$ cat config.mk
export PLATFORM = sky130hd
export DESIGN_NAME = qpr_front
export DESIGN_NICKNAME = d
export VERILOG_FILES = /design/src/rtl/core/qpr_pkg.sv /design/src/rtl/core/qpr_front.sv
export SDC_FILE = /design/constraint.sdc
export NUM_CORES = 1
export LEC_CHECK = 0
export BUFFER_PORTS_ARGS = -buffer_cell sky130_fd_sc_hd__buf_4
export CAP_MARGIN = 20
export CORE_ASPECT_RATIO = 1.75
export CORE_MARGIN = 4
export CORE_UTILIZATION = 38
export DETAILED_ROUTE_END_ITERATION = 16
export PLACE_DENSITY = 0.76
export SLEW_MARGIN = 10
export SYNTH_ARGS = -nofsm -noshare
export SYNTH_HDL_FRONTEND = slang
export SYNTH_SLANG_ARGS = --single-unit
$ cat constraint.sdc
create_clock -name clk -period 9.7 [get_ports clk]
set_input_delay 0.97 -clock clk [delete_from_list [all_inputs] [get_ports clk]]
set_output_delay 0.97 -clock clk [all_outputs]
set_load 0.005 [all_outputs]
$ cat src/rtl/core/qpr_pkg.sv
`timescale 1ns / 1ps
`default_nettype none

package qpr_pkg;

	typedef enum logic {
		CMD_PRODUCT = 1'b0,
		CMD_ROTATE  = 1'b1
	} cmd_t;

	// Word layout between front and back: command in bit 0, then the eight
	// components, each COMP_WIDTH bits, in this order.
	localparam int unsigned CMD_POS  = 0;
	localparam int unsigned NUM_COMP = 8;
	localparam int unsigned IDX_AW   = 0;
	localparam int unsigned IDX_AX   = 1;
	localparam int unsigned IDX_AY   = 2;
	localparam int unsigned IDX_AZ   = 3;
	localparam int unsigned IDX_BW   = 4;
	localparam int unsigned IDX_BX   = 5;
	localparam int unsigned IDX_BY   = 6;
	localparam int unsigned IDX_BZ   = 7;

endpackage

`default_nettype wire

$ cat src/rtl/core/qpr_front.sv
`timescale 1ns / 1ps
`default_nettype none

module qpr_front #(
	parameter int COMP_WIDTH = 16
) (
	input  wire logic                    clk,
	input  wire logic                    arst_n,
	input  wire logic                    in_valid,
	output logic                         in_stall,
	input  wire logic                    command,
	input  wire logic [COMP_WIDTH-1:0]   a_w,
	input  wire logic [COMP_WIDTH-1:0]   a_x,
	input  wire logic [COMP_WIDTH-1:0]   a_y,
	input  wire logic [COMP_WIDTH-1:0]   a_z,
	input  wire logic [COMP_WIDTH-1:0]   b_w,
	input  wire logic [COMP_WIDTH-1:0]   b_x,
	input  wire logic [COMP_WIDTH-1:0]   b_y,
	input  wire logic [COMP_WIDTH-1:0]   b_z,
	output logic                         item_valid,
	output logic [1+qpr_pkg::NUM_COMP*COMP_WIDTH-1:0] item_data,
	input  wire logic                    item_full
);

	localparam int W      = COMP_WIDTH;
	localparam int ITEM_W = 1 + qpr_pkg::NUM_COMP * W;

	logic              valid_q;
	logic [ITEM_W-1:0] item_q;
	logic [ITEM_W-1:0] item_d;
	logic              push;
	logic              load;

	// b_w means nothing to a rotation; clear it so the back end sees a clean word
	always_comb begin
		item_d = '0;
		item_d[qpr_pkg::CMD_POS]              = command;
		item_d[1 + qpr_pkg::IDX_AW*W +: W]    = a_w;
		item_d[1 + qpr_pkg::IDX_AX*W +: W]    = a_x;
		item_d[1 + qpr_pkg::IDX_AY*W +: W]    = a_y;
		item_d[1 + qpr_pkg::IDX_AZ*W +: W]    = a_z;
		item_d[1 + qpr_pkg::IDX_BW*W +: W]    =
			(qpr_pkg::cmd_t'(command) == qpr_pkg::CMD_ROTATE) ? '0 : b_w;
		item_d[1 + qpr_pkg::IDX_BX*W +: W]    = b_x;
		item_d[1 + qpr_pkg::IDX_BY*W +: W]    = b_y;
		item_d[1 + qpr_pkg::IDX_BZ*W +: W]    = b_z;
	end

	assign push     = valid_q && !item_full;
	assign load     = !valid_q || push;
	assign in_stall = !load;

	always_ff @(posedge clk or negedge arst_n) begin
		if (!arst_n) begin
			valid_q <= 1'b0;
		end else if (load) begin
			valid_q <= in_valid;
		end
	end

	always_ff @(posedge clk) begin
		if (load && in_valid) begin
			item_q <= item_d;
		end
	end

	assign item_valid = valid_q;
	assign item_data  = item_q;

endmodule

`default_nettype wire

# Yosys cells after proc, flatten, opt, wreduce, memory -nomap -nowiden
# Cells that the tools add are included.
[totals] romBits=0 memories=0 wordCells=9 regBits=130 mem_bits_rw=0 latch_bits=0 inputBits=133 out_inout_bits=131
[op_classes] multipliers=0 mux=0 div_mod_pow=0 addsub=0 n_lt_le_gt_ge=0 shift=0 n_reduce_logical=6 bitwise_logic=0 n_eq_ne=0
[ops] operator="1-bit logical NOT" count=3
[ops] operator="1-bit logical AND" count=2
[ops] operator="1-bit logical OR" count=1

# Longest topological paths before layout
[logic_depth] word_depth=4 depth_mapped=2 mapped_depth_nobuf=1

# Worst setup path before layout
# OpenSTA, ideal clock, no wires.
[synth_path] path_kind="input to register" from="input port in_valid" to="register item_q[0], in the netlist item_data[0], enable pin" required_time_ps=8884 setup_ps=816 setup_slack_ps=-1410 path_stages=1 arrival_ps=10294 path_cell_list="a21boi_0"
[synth_between] elab_chain_cells=1
[synth_rtl] element="from (decl)" line_no="qpr_front.sv:9" text="input wire logic in_valid,"
[synth_rtl] element="1-bit logical AND" line_no="qpr_front.sv:62" text="if (load && in_valid) begin"
[synth_rtl] element="to (signal assigned)" line_no="qpr_front.sv:63" text="item_q <= item_d;"
[synth_rtl] element="to (decl)" line_no="qpr_front.sv:29" text="logic [ITEM_W-1:0] item_q;"
# No other way between the ends.
# A chain may end at the register's enable or synchronous reset.

# Final worst setup path
[layout_path] from="input port item_full" to="register item_q[80], in the netlist item_data[80], enable pin"
[layout_between] elab_chain_cells=4
[layout_rtl] element="from (decl)" line_no="qpr_front.sv:22" text="input wire logic item_full"
[layout_rtl] element="1-bit logical NOT" line_no="qpr_front.sv:49" text="assign push = valid_q && !item_full;"
[layout_rtl] element="1-bit logical AND" line_no="qpr_front.sv:49"
[layout_rtl] element="1-bit logical OR" line_no="qpr_front.sv:50" text="assign load = !valid_q || push;"
[layout_rtl] element="1-bit logical AND" line_no="qpr_front.sv:62"
# No other way between the ends.

==> results.sh <==
export IMPL_outcome="finished clean"
export IMPL_crit_path_end_kind="flip-flop"
export IMPL_syn_avg_cell_area_um2=27.1
export IMPL_final_cell_mix="265 x buf_4, 129 x edfxtp_1, 17 x clkbuf_16, 7 x nor2b_2, 6 x and2b_2"
export IMPL_grt_overflow=0
export IMPL_drt_pass1_iterations=4
export IMPL_hpwl_um=8860
export IMPL_met1_length_um=3510
export IMPL_portBuffers=263
export IMPL_drc=0
export IMPL_final_nets=566
export IMPL_fin_skew_ns=0.00544
export IMPL_numCtsBuffers=17
export IMPL_area_growth_pct=66.3
export IMPL_synth_area_top_cells="edfxtp_1 95%, nor2b_2 1.5%, and2b_2 1.3%"
export IMPL_die_area_mm2=0.0125
export IMPL_crit_family="buffers and inverters"
export IMPL_postCtsSetupBuffers=0
export IMPL_leakagePower_nw=2.85
export IMPL_cpMaxStageDelayCell="buf_4"
export IMPL_rsz0062_at_grt="no"
export IMPL_drt_total_wl_um=11100
export IMPL_slew_violations=0
export IMPL_die_h_um=145
export IMPL_fin_crit_sh_pct=27.3
export IMPL_grt_use_total_pct=17.2
export IMPL_cp_startpoint="item_full"
export IMPL_htreeDepth=4
export IMPL_netlist_area_mm2=0.00406
export IMPL_layout_commonest_cell="buf_4"
export IMPL_setup_tns_ns=0
export IMPL_worstSetupPathType="in -> reg"
export IMPL_cp_arrival_ns=2.67
export IMPL_clk_latency_ns=0.39
export IMPL_drt_iter0_drc=108
export IMPL_crit_path_max_fanout=68
export IMPL_finalSetupViolations=0
export IMPL_cts_tree="yes"
export IMPL_final_cell_area_mm2=0.00676
export IMPL_max_freq_mhz=378
export IMPL_viasPerCell=4.34
export IMPL_antenna_found_initial=0
export IMPL_grt_pass1_wl_um=15300
export IMPL_grt_max_degree=69
export IMPL_synth_nets=283
export IMPL_clkTransAtPathRegs_ns=0.05
export IMPL_hold_viol=0
export IMPL_path_buf_inv=3
export IMPL_cp_start_kind="primary input"
export IMPL_critPathRequiredTime_ns=9.72
export IMPL_tightest_slew_ns=0.832
export IMPL_initial_core_util_pct=39.2
export IMPL_ant_nets=0
export IMPL_vias=2477
export IMPL_root_buffer="clkbuf_16"
export IMPL_path_cells="buf_4, a21boi_4, buf_4, buf_4"
export IMPL_relSlewSlack_pct=44.5
export IMPL_n_antenna_cell=0
export IMPL_io_pins=264
export IMPL_synthCells=150
export IMPL_dpl_cell_area_mm2=0.00621
export IMPL_cp_slowest_stage_delay_ns=0.78
export IMPL_coreArea_mm2=0.0104
export IMPL_vdd_ir_drop_max_v=0.000136
export IMPL_cts_buffer_depth=2
export IMPL_synth_top_area_share_pct=95.3
export IMPL_top_layer="met4"
export IMPL_ys_ff_latch=130
export IMPL_ys_types=9
export IMPL_powerDensity_mw_per_mm2=201
export IMPL_hold_path_class="in -> async"
export IMPL_route_met2_wl_um=6230
export IMPL_routed_wl_met3_um=984
export IMPL_synth_area_leader_cell="edfxtp_1"
export IMPL_final_util_pct=65.2
export IMPL_yosysSeqAreaShare_pct=95.9
export IMPL_post_cts_resized=0
export IMPL_cts_num_sinks=130
export IMPL_fillers=759
export IMPL_finalCriticalPeriod_ns=2.65
export IMPL_grt_pass1_vias=2686
export IMPL_postCtsHoldBufs=0
export IMPL_r2r_start="item_valid"
export IMPL_rows=49
export IMPL_place_congestion=0.812
export IMPL_cpMostUsedCell="buf_4"
export IMPL_fp_dieW_um=86.2
export IMPL_total_power_w=0.00136
export IMPL_wl_per_cell_um=19.4
export IMPL_ys_warn_count=0
export IMPL_drv_cap=0
export IMPL_drive_gt1_share_pct=68.7
-- metrics by stage --
| stage | worst slack, ns | hold slack (ns) | std cells |
|---|---|---|---|
| finish | 7.05 | 0.337 | 571 |
| global route | 6.93 | 0.314 | 571 |
| CTS | 7.06 | 0.314 | 571 |
| detailed placement | 6.63 | 0.570 | 541 |
| global placement | 6.69 | 0.561 | 541 |
| floorplan | 2.00 | 0.508 | 150 |
-- cells by family after synthesis --
family | share of synthesized area, %
buf+inv | 0.277
simple gates | 3.42
flops | 95.9
compound gates | 0.370
-- worst paths after layout --
path | endpoint | cells past startpoint | slack [ns]
max | item_data[80] | 4 | 7.05
min | item_valid | 1 | 0.34
max reg2reg | item_data[80] | 3 | 7.33
min reg2reg | item_valid | 1 | 0.58
max in group asynchronous | item_valid | 1 | 9.28
min in group clk | item_valid | 1 | 0.58
-- Yosys cell counts, drive strengths merged --
cell type  number
edfxtp        129
nor2b          10
and2b           6
a21boi          1
a21o            1
and2            1
buf             1
dfrtp           1
-- layout make-up --
cell class	instances	area [um^2]	area share, %
clock inverters	13	121	1.80
repair buffers	265	1990	29.4
clock buffers	17	425	6.29
multi-input cells	19	165	2.44
well taps	127	159	2.35
flip-flops and latches	130	3900	57.7
-- metal layers --
metal	global-route usage (%)	up-vias
met4	9.52	0
met5	0	-
li1	-	1156
met3	7.20	22
met2	29.8	129
met1	17.4	1170
-- power by group --
part,switching [W],internal [W]
combinational,0.0000417,0.0000700
sequential,0.00000864,0.000657
clock,0.000212,0.000369
total,0.000262,0.00110
-- flip-flops by register name, summed over array words and instances, names as in the netlist --
signal      count
item_data     129
item_valid      1
No activity file was read; power rests on OpenSTA's default activity.
