<file path="src/rtl/core/qpr_queue.sv">
`timescale 1ns / 1ps
`default_nettype none

module qpr_queue #(
	parameter int WIDTH = 129
) (
	input  wire logic             clk,
	input  wire logic             arst_n,
	input  wire logic             push_valid,
	input  wire logic [WIDTH-1:0] push_data,
	output logic                  full,
	output logic                  pop_valid,
	output logic [WIDTH-1:0]      pop_data,
	input  wire logic             pop
);

	localparam int DEPTH = 2;
	localparam int PTR_W = $clog2(DEPTH);

	logic [WIDTH-1:0] mem_q [DEPTH];
	logic [PTR_W-1:0] wr_ptr_q;
	logic [PTR_W-1:0] rd_ptr_q;
	logic [PTR_W:0]   cnt_q;
	logic             do_push;
	logic             do_pop;

	assign full      = (cnt_q == (PTR_W+1)'(DEPTH));
	assign pop_valid = (cnt_q != '0);
	assign pop_data  = mem_q[rd_ptr_q];
	assign do_push   = push_valid && !full;
	assign do_pop    = pop && pop_valid;

	always_ff @(posedge clk or negedge arst_n) begin
		if (!arst_n) begin
			wr_ptr_q <= '0;
			rd_ptr_q <= '0;
			cnt_q    <= '0;
		end else begin
			if (do_push) begin
				wr_ptr_q <= (wr_ptr_q == PTR_W'(DEPTH-1)) ? '0 : wr_ptr_q + 1'b1;
			end
			if (do_pop) begin
				rd_ptr_q <= (rd_ptr_q == PTR_W'(DEPTH-1)) ? '0 : rd_ptr_q + 1'b1;
			end
			if (do_push && !do_pop) begin
				cnt_q <= cnt_q + 1'b1;
			end else if (do_pop && !do_push) begin
				cnt_q <= cnt_q - 1'b1;
			end
		end
	end

	always_ff @(posedge clk) begin
		if (do_push) begin
			mem_q[wr_ptr_q] <= push_data;
		end
	end

endmodule

`default_nettype wire

</file>
<file path="config.mk">
export PLATFORM = sky130hd
export DESIGN_NAME = qpr_queue
export DESIGN_NICKNAME = d
export VERILOG_FILES = /design/src/rtl/core/qpr_queue.sv
export SDC_FILE = /design/constraint.sdc
export NUM_CORES = 1
export LEC_CHECK = 0
export ABC_AREA = 1
export BUFFER_PORTS_ARGS = -buffer_cell sky130_fd_sc_hd__buf_2
export CORE_UTILIZATION = 40
export CTS_BUF_LIST = sky130_fd_sc_hd__clkbuf_4
export CTS_CLUSTER_DIAMETER = 50
export DETAILED_ROUTE_END_ITERATION = 10
export PLACE_DENSITY = 0.66
export SYNTH_ARGS = -nofsm -noshare
export SYNTH_HDL_FRONTEND = slang
export SYNTH_SLANG_ARGS = --single-unit
</file>
<file path="constraint.sdc">
create_clock -name clk -period 6.9 [get_ports clk]
set_input_delay 0.69 -clock clk [delete_from_list [all_inputs] [get_ports clk]]
set_output_delay 0.69 -clock clk [all_outputs]
set_load 0.05 [all_outputs]
</file>
# After elaboration in Yosys (flattened, before gate mapping)
# Memories as Yosys holds them, arrays and structs flattened.
# Cells that the tools add are included.
# Widths: inputs -> output; s select.
# word_totals
ff_bits,4
ramBits,258
out_inout_bits,131
n_memories,1
# classes
n_addsub,4
n_eq_ne,1
n_mux,6
n_reduce_logical,9
# mem_list
name,depth,width,read_ports,rd_clocked_by_memory_dff,wr,line,source
mem_q,2,129,1,0,1,20,logic [WIDTH-1:0] mem_q [DEPTH];
# op_table
cell,n
$logic_and 1x1->1,4
$mux 1,4
$mux 2,2
$reduce_bool 2->1,2
$logic_not 1->1,3
$add 1x1->1 const B,2
$add 2x1->2 const B,1
$eq 2x2->1 const B,1
$sub 2x1->2 const B,1

# Logic depth before layout (Yosys ltp)
# Gate-level depths: netlist of run 1.
# logic_depth
ltp_word,7
ltp_mapped,9
mapped_depth_nobuf,9

# Worst setup path after synthesis of run 1
# No wires, ideal clock.
# synth_timing
path_type,input -> register
from,input push_valid
to,memory mem_q[1][0] (enable)
setup_ps,619
t_arrival_ps,6154
slack_ps,127
stages,2
path_buffers,0
path_cell_list,o21ai_0 nor2_1
# synth_between
elab_chain_len,3
# synth_rtl
element,line,source
start: declaration,9,"input wire logic push_valid,"
$logic_and 1x1->1,30,assign do_push = push_valid && !full;
$mux 1,54,if (do_push) begin
$mux 1 (not written as such),55,mem_q[wr_ptr_q] <= push_data;
end: declaration,20,
# Every way passes these cells.

# Worst setup path in the final report of run 1
# layout_timing
from,register rd_ptr_q
to,output pop_data[79]
# layout_between
elab_chain_len,1
# layout_rtl
element,line,source
start: declaration,22,logic [PTR_W-1:0] rd_ptr_q;
start signal: assignment,43,rd_ptr_q <= (rd_ptr_q == PTR_W'(DEPTH-1)) ? '0 : rd_ptr_q + 1'b1;
$mem_v2 2x129,-,
end: declaration,13,"output logic [WIDTH-1:0] pop_data,"
# Every way passes these cells.

==> results of run 1 <==
==> critical path: stages, from the launching register on <==
cell and delay (ns):
dfrtp_4 0.77, inv_4 0.57, buf_4 0.73, nand2_1 0.10, nand2_1 0.13, buf_2 0.27
==> state kept, by name, indices dropped and copies added (netlist names) <==
signal,cells
mem_q,258
cnt_q,2
rd_ptr_q,1
wr_ptr_q,1
==> cell type report <==
type                    instances  area, um2  share of cell area, %
well taps                     319        399                   3.31
multi-input cells             407       1560                   12.9
clock inverters                13       78.8                  0.654
diodes                          4       10.0                 0.0830
inverters                       8       37.5                  0.311
repair buffers                269       1360                   11.3
flip-flops and latches        262       7850                   65.1
clock buffers                 102        766                   6.35
==> layout by cell type (no fill, tap or decap), drive strengths merged, types with 2 or more instances in the layout <==
master    n
nor2      3
buf     268
inv      10
dfrtp     4
diode     4
clkbuf  102
clkinv   10
nand2   398
edfxtp  258
nand3     2
==> through the flow <==
step / util, % / hold slack (ns) / instance area (um2) / cells / worst slack [ns]
finish: 51.2 / 0.250 / 12100 / 1384 / 2.86
global route: 51.2 / 0.168 / 12100 / 1383 / 2.49
CTS: 51.2 / 0.170 / 12100 / 1380 / 2.72
detailed placement: 47.6 / 0.470 / 11200 / 1264 / 3.44
global placement: 47.6 / 0.454 / 11200 / 1264 / 3.42
floorplan: - / 0.394 / 9640 / 706 / 0.127
==> how the worst min path moves through the flow <==
stage	startpoint	cells after the start	slack (ns)	endpoint
floorplan	arst_n	0	0.39	cnt_q[0]$_DFFE_PN0P_
global route	push_data[80]	1	0.17	mem_q[0][80]$_DFFE_PP_
global placement	cnt_q[1]$_DFFE_PN0P_	2	0.45	cnt_q[1]$_DFFE_PN0P_
CTS	push_data[110]	1	0.17	mem_q[0][110]$_DFFE_PP_
finish	push_data[110]	1	0.25	mem_q[0][110]$_DFFE_PP_
detailed placement	cnt_q[1]$_DFFE_PN0P_	2	0.47	cnt_q[1]$_DFFE_PN0P_
==> routing by layer <==
layer  up-vias  track usage (%)
met5         -                0
met4         2             6.38
met2       226             26.1
met1      2835             17.6
met3        24             7.82
li1       3054                -
==> kinds of logic after synthesis <==
kind of cell | synth area share, %
AND/OR/NAND/NOR | 15.8
XOR/XNOR | 0.0909
AO/OA/AOI/OAI | 0.0519
flip-flops | 81.4
buffers and inverters | 2.54
adder cells (fa/ha/maj) | 0.130
==> timing repair <==
action / 4_1_cts / 5_1_grt
hold buffers: 1 / 0
endpoints found under the hold margin: 4 / 0
gates resized for setup: 0 / 0
==> results.cfg, run 1 <==
[placement]
gp_congestion = 0.733
dpl.hpwl_um = 12000
portBuffers = 263

[timing]
setup-tns-final_ns = 0
max_slew.worst_pin.slew_ns = 0.971
fmax_ghz = 0.248
slew_viol_final = 0
fin_crit_sh_pct = 58.5
finalSetupViolCount = 0
relSlewSlack_pct = 35.3
rsz0062_at_grt = false
fin_crit_ns = 4.04
fin_worst_skew_ns = 0.0301
hold_violations = 0

[cells_and_area]
area_growth_pct = 25.1
fill_cells = 2107
drive_gt1_share_pct = 35.8
nNetsFinal = 1154

[grt]
grt_max_degree = 80
grt.total_usage_pct = 15.9
overflow = 0
grt_pass1_vias = 6199
grt_antenna_before_repair = 5
grt_first_pass_wirelength_um = 29900

[synth]
synthArstFlopShare_pct = 1.53
synth_seq_cells = 262
netlist.top_cell.by_area = edfxtp_1
ys_types = 15
syn_inst = 706
synth_seq_area_share_pct = 81.4
synth_edf_count = 258
synth.top_cells.by_count = nand2_1 (398), edfxtp_1 (258), buf_2 (16), buf_6 (11), inv_1 (7)
yosys.area.top_type_share_pct = 80.4
ys_warn_count = 0
syn_nets = 840
ys.flop_type = edfxtp_1
ys_top_cells_by_area = edfxtp_1 (80%), nand2_1 (15%), buf_6 (1.3%), dfrtp_1 (1.0%), buf_2 (0.83%)
synth_area_per_cell_um2 = 13.7
synth_area_um2 = 9640
synth.most_common_cell = nand2_1

[clock_network]
postCtsSetupRepairBufs = 0
cts_tree = yes
cts_buffers = 72
clk_pin_slew_worst_paths_ns = 0.07
clkLatencyLatePin_ns = 0.62
clock-root-buffer = clkbuf_4
cts.sinks = 262
htreeDepth = 3
cts_buffer_depth = 3

[die]
io_pins = 264
start_util_pct = 40.9
dieArea_um2 = 24700
chipHeight_um = 157
rows = 56
core_area_um2 = 23500
die_w_um = 157

[drt]
wl_per_cell_um = 14.4
drc = 0
dr.pass1.iters = 4
antenna_left = 0
dr_wl_met3_um = 2060
wirelength_um = 19900
wl_met1_um = 8010
highest_layer = met5
vias_per_cell = 4.44
vias = 6141
drtIter0Drc = 300
wl_met2_um = 9540

[flow_run]
maxCapViolCount = 0

[setup_path]
worstReg2RegEnd = mem_q[0][123]$_DFFE_PP_
cp-startpoint = rd_ptr_q$_DFFE_PN0P_
arrival_ns = 3.35
crit_fanout = 79
worstSetupStartpointType = register
reg2regPathDepth = 6
criticalPathCategory = reg2out
rrSetupSlack_ns = 4.28
r2r-start = cnt_q[1]$_DFFE_PN0P_
crit_path_end = pop_data[79]
crit_path_end_kind = primary output
required_ns = 6.21

[hold_path]
hold_class = in2reg

[status]
run_status = finished clean
Power of run 1 is not shown: default switching activity piles up to over one toggle a cycle in this logic, so the estimate is an artifact.
==> run 2: changes to the inputs <==
--- a/config.mk
+++ b/config.mk
@@ -5,13 +5,12 @@
 export SDC_FILE = /design/constraint.sdc
 export NUM_CORES = 1
 export LEC_CHECK = 0
-export ABC_AREA = 1
+export ABC_AREA = 0
 export BUFFER_PORTS_ARGS = -buffer_cell sky130_fd_sc_hd__buf_2
 export CORE_UTILIZATION = 40
 export CTS_BUF_LIST = sky130_fd_sc_hd__clkbuf_4
 export CTS_CLUSTER_DIAMETER = 50
 export DETAILED_ROUTE_END_ITERATION = 10
-export PLACE_DENSITY = 0.66
 export SYNTH_ARGS = -nofsm -noshare
 export SYNTH_HDL_FRONTEND = slang
 export SYNTH_SLANG_ARGS = --single-unit
==> constraint.sdc (replaced) <==
create_clock -name clk -period 4.1 [get_ports clk]
set_input_delay 0.41 -clock clk [delete_from_list [all_inputs] [get_ports clk]]
set_output_delay 0.41 -clock clk [all_outputs]
set_load 0.05 [all_outputs]
==> run 2 against run 1 <==
Compared with the run above:
- hold slack got worse by 0.14 ns
- register-to-register slack worse by 2.2 ns
- sequential share of layout area fell by 6.2 points
- synthesized cell count shrank 41%
- largest cell class unchanged
- global-route usage up 0.49 points
- first-iteration DRC count shrank 18%
- highest routed layer is now met4
- non-clock buffer count increased by 129
- critical path depth down 2
- wire length increased by 1.3%
- clock-buffer cell count up 2
- critical endpoint is now pop_data[115]
==> results.cfg, run 2 <==
[setup_path]
crit_fanout = 74
reg2regPathDepth = 3
worstReg2RegEnd = mem_q[1][58]$_DFFE_PP_
crit_path_end_kind = primary output
worstSetupStartpointType = register
rrSetupSlack_ns = 2.06
arrival_ns = 2.76
required_ns = 3.69
criticalPathCategory = reg2out
r2r-start = cnt_q[0]$_DFFE_PN0P_

[timing]
fin_crit_ns = 3.17
hold_violations = 0
setup-tns-final_ns = 0
rsz0062_at_grt = false
finalSetupViolCount = 0
fin_worst_skew_ns = 0.0277
max_slew.worst_pin.slew_ns = 1.07
slew_viol_final = 0
fmax_ghz = 0.315
whs_ns = 0.108
relSlewSlack_pct = 28.8
fin_crit_sh_pct = 77.4

[synth]
netlist.top_cell.by_area = edfxtp_1
synth.top_cells.by_count = edfxtp_1 (258), mux2_2 (129), buf_6 (10), dfrtp_1 (4)
synth_xor_area_share_pct = 0.459
synth_compound_area_share_pct = 0
syn_nets = 554
synth_seq_area_share_pct = 82.3
ys_warn_count = 0
ys_types = 15
synth_adder_area_share_pct = 0.131
synthArstFlopShare_pct = 1.53
synth_area_per_cell_um2 = 22.7
synth-simple-area-share_pct = 0.354
synth_seq_cells = 262
synth.most_common_cell = edfxtp_1
syn_inst = 420
synth_top_family_by_area = multiplexers
yosys.area.top_type_share_pct = 81.3
synth_edf_count = 258
synthMuxAreaShare_pct = 15.2
synth_area_um2 = 9530
ys.flop_type = edfxtp_1
ys_top_cells_by_area = edfxtp_1 (81%), mux2_2 (15%), buf_6 (1.2%), dfrtp_1 (1.1%), xnor2_1 (0.28%)

[clock_network]
htreeDepth = 3
clk_pin_slew_worst_paths_ns = 0.06
cts.sinks = 262
postCtsSetupRepairBufs = 0
clkLatencyLatePin_ns = 0.63
cts_tree = yes
cts_buffer_depth = 3
cts_buffers = 70
clock-root-buffer = clkbuf_4

[placement]
placed_cell_area_um2 = 11200
gp_congestion = 0.702
dpl.hpwl_um = 11700
portBuffers = 263

[power]
finalPower_w = 0.0103
power.leakage_nw = 5.13
power_density_nw_per_um2 = 775
vdd_drop_max_mv = 0.571

[hold_path]
holdPathEnd = rd_ptr_q$_DFFE_PN0P_
hp-start = pop
min_path_cells = 3
hold_class = in2reg

[drt]
wl_per_cell_um = 16.3
drtIter0Drc = 245
antenna_left = 0
dr.pass1.iters = 4
vias_per_cell = 4.53
wirelength_um = 20100
vias = 5603
drc = 0

[die]
die_w_um = 156
rows = 56
dieArea_um2 = 24500
chipHeight_um = 156
io_pins = 264
core_area_um2 = 23400
start_util_pct = 40.7

[cells_and_area]
top_register = mem_q
area_growth_pct = 39.8
design_area_um2 = 13300
drive_gt1_share_pct = 55.6
largest_reg_flops = 258
nNetsFinal = 1010
final_cell_mix = buf_2 (263), edfxtp_1 (258), dlygate4sd3_1 (130)
largestRegisters = mem_q x258, cnt_q x2
layout_commonest_cell = buf_2

[grt]
grt_first_pass_wirelength_um = 30200
overflow = 0
grt.total_usage_pct = 16.4
grt_antenna_before_repair = 1
grt_pass1_vias = 6094
grt_max_degree = 76

[status]
run_status = finished clean

[flow_run]
maxCapViolCount = 0
run 2: cell types whose count changed in the layout (fill, tap and decap cells not counted), moves of 3 or more:
cell / delta
nand2_1: -396
dlygate4sd3_1: +129
inv_1: -4
clkinv_1: -3
mux2_2: +129
diode_2: -3
run 2: worst max-delay path by stage:
| stage | endpoint | slack [ns] | cells past startpoint | from |
|---|---|---|---|---|
| final | pop_data[115] | 0.93 | 3 | rd_ptr_q$_DFFE_PN0P_ |
| after global placement | pop_data[115] | 1.60 | 3 | rd_ptr_q$_DFFE_PN0P_ |
| after global routing | pop_data[115] | 0.76 | 3 | rd_ptr_q$_DFFE_PN0P_ |
| after detailed placement | pop_data[115] | 1.57 | 3 | rd_ptr_q$_DFFE_PN0P_ |
| after CTS | pop_data[52] | 0.85 | 3 | rd_ptr_q$_DFFE_PN0P_ |
| after floorplan | mem_q[1][0]$_DFFE_PP_ | 0.05 | 2 | cnt_q[0]$_DFFE_PN0P_ |
run 2: critical path, stage by stage (launching register included):
cell	delay, ns
dfrtp_4	0.93
buf_12	0.42
mux2_2	0.42
buf_2	0.22
run 2: power breakdown:
part / leakage, nW / total [W] / internal [W] / switching (W)
sequential: 2.44 / 0.00391 / 0.00367 / 0.000241
combinational: 2.17 / 0.00425 / 0.00118 / 0.00307
clock: 0.516 / 0.00217 / 0.00121 / 0.000963
run 2: repair_timing:
action / 4_1_cts / 5_1_grt
hold endpoints to repair: 262 / 0
hold buffers: 130 / 0
resized for setup: 0 / 0
run 2: area by class of cell:
type,count,area (um2)
Sequential cell,262,7850
Clock buffer,104,781
Timing Repair Buffer,398,2670
Multi-Input combinational cell,142,1560
Clock inverter,9,61.3
Antenna cell,1,2.50
Inverter,2,7.51
Fill cell,1915,10100
Tap cell,319,399
run 2: per-stage QoR:
| step | worst slack, ns | std cells | utilization (%) |
|---|---|---|---|
| global placement | 1.60 | 993 | 47.8 |
| global route | 0.757 | 1237 | 56.9 |
| finish | 0.928 | 1237 | 56.9 |
| floorplan | 0.0484 | 420 | - |
| CTS | 0.853 | 1236 | 56.9 |
| detailed placement | 1.57 | 993 | 47.8 |
run 2: cell families (layout without fill, tap and decap cells):
group,after synthesis,after routing
XOR/XNOR,5,5
adder cells (fa/ha/maj),1,1
buffers and inverters,16,513
flip-flops,262,262
multiplexers,129,129
other,0,1
AND/OR/NAND/NOR,7,7
run 2: routing by layer:
metal	track usage, %	wire length [um]
met4	7.75	392
met5	0	0
met2	29.1	10600
met1	17.2	7690
met3	5.90	1460
(Power assumes the default switching activity.)
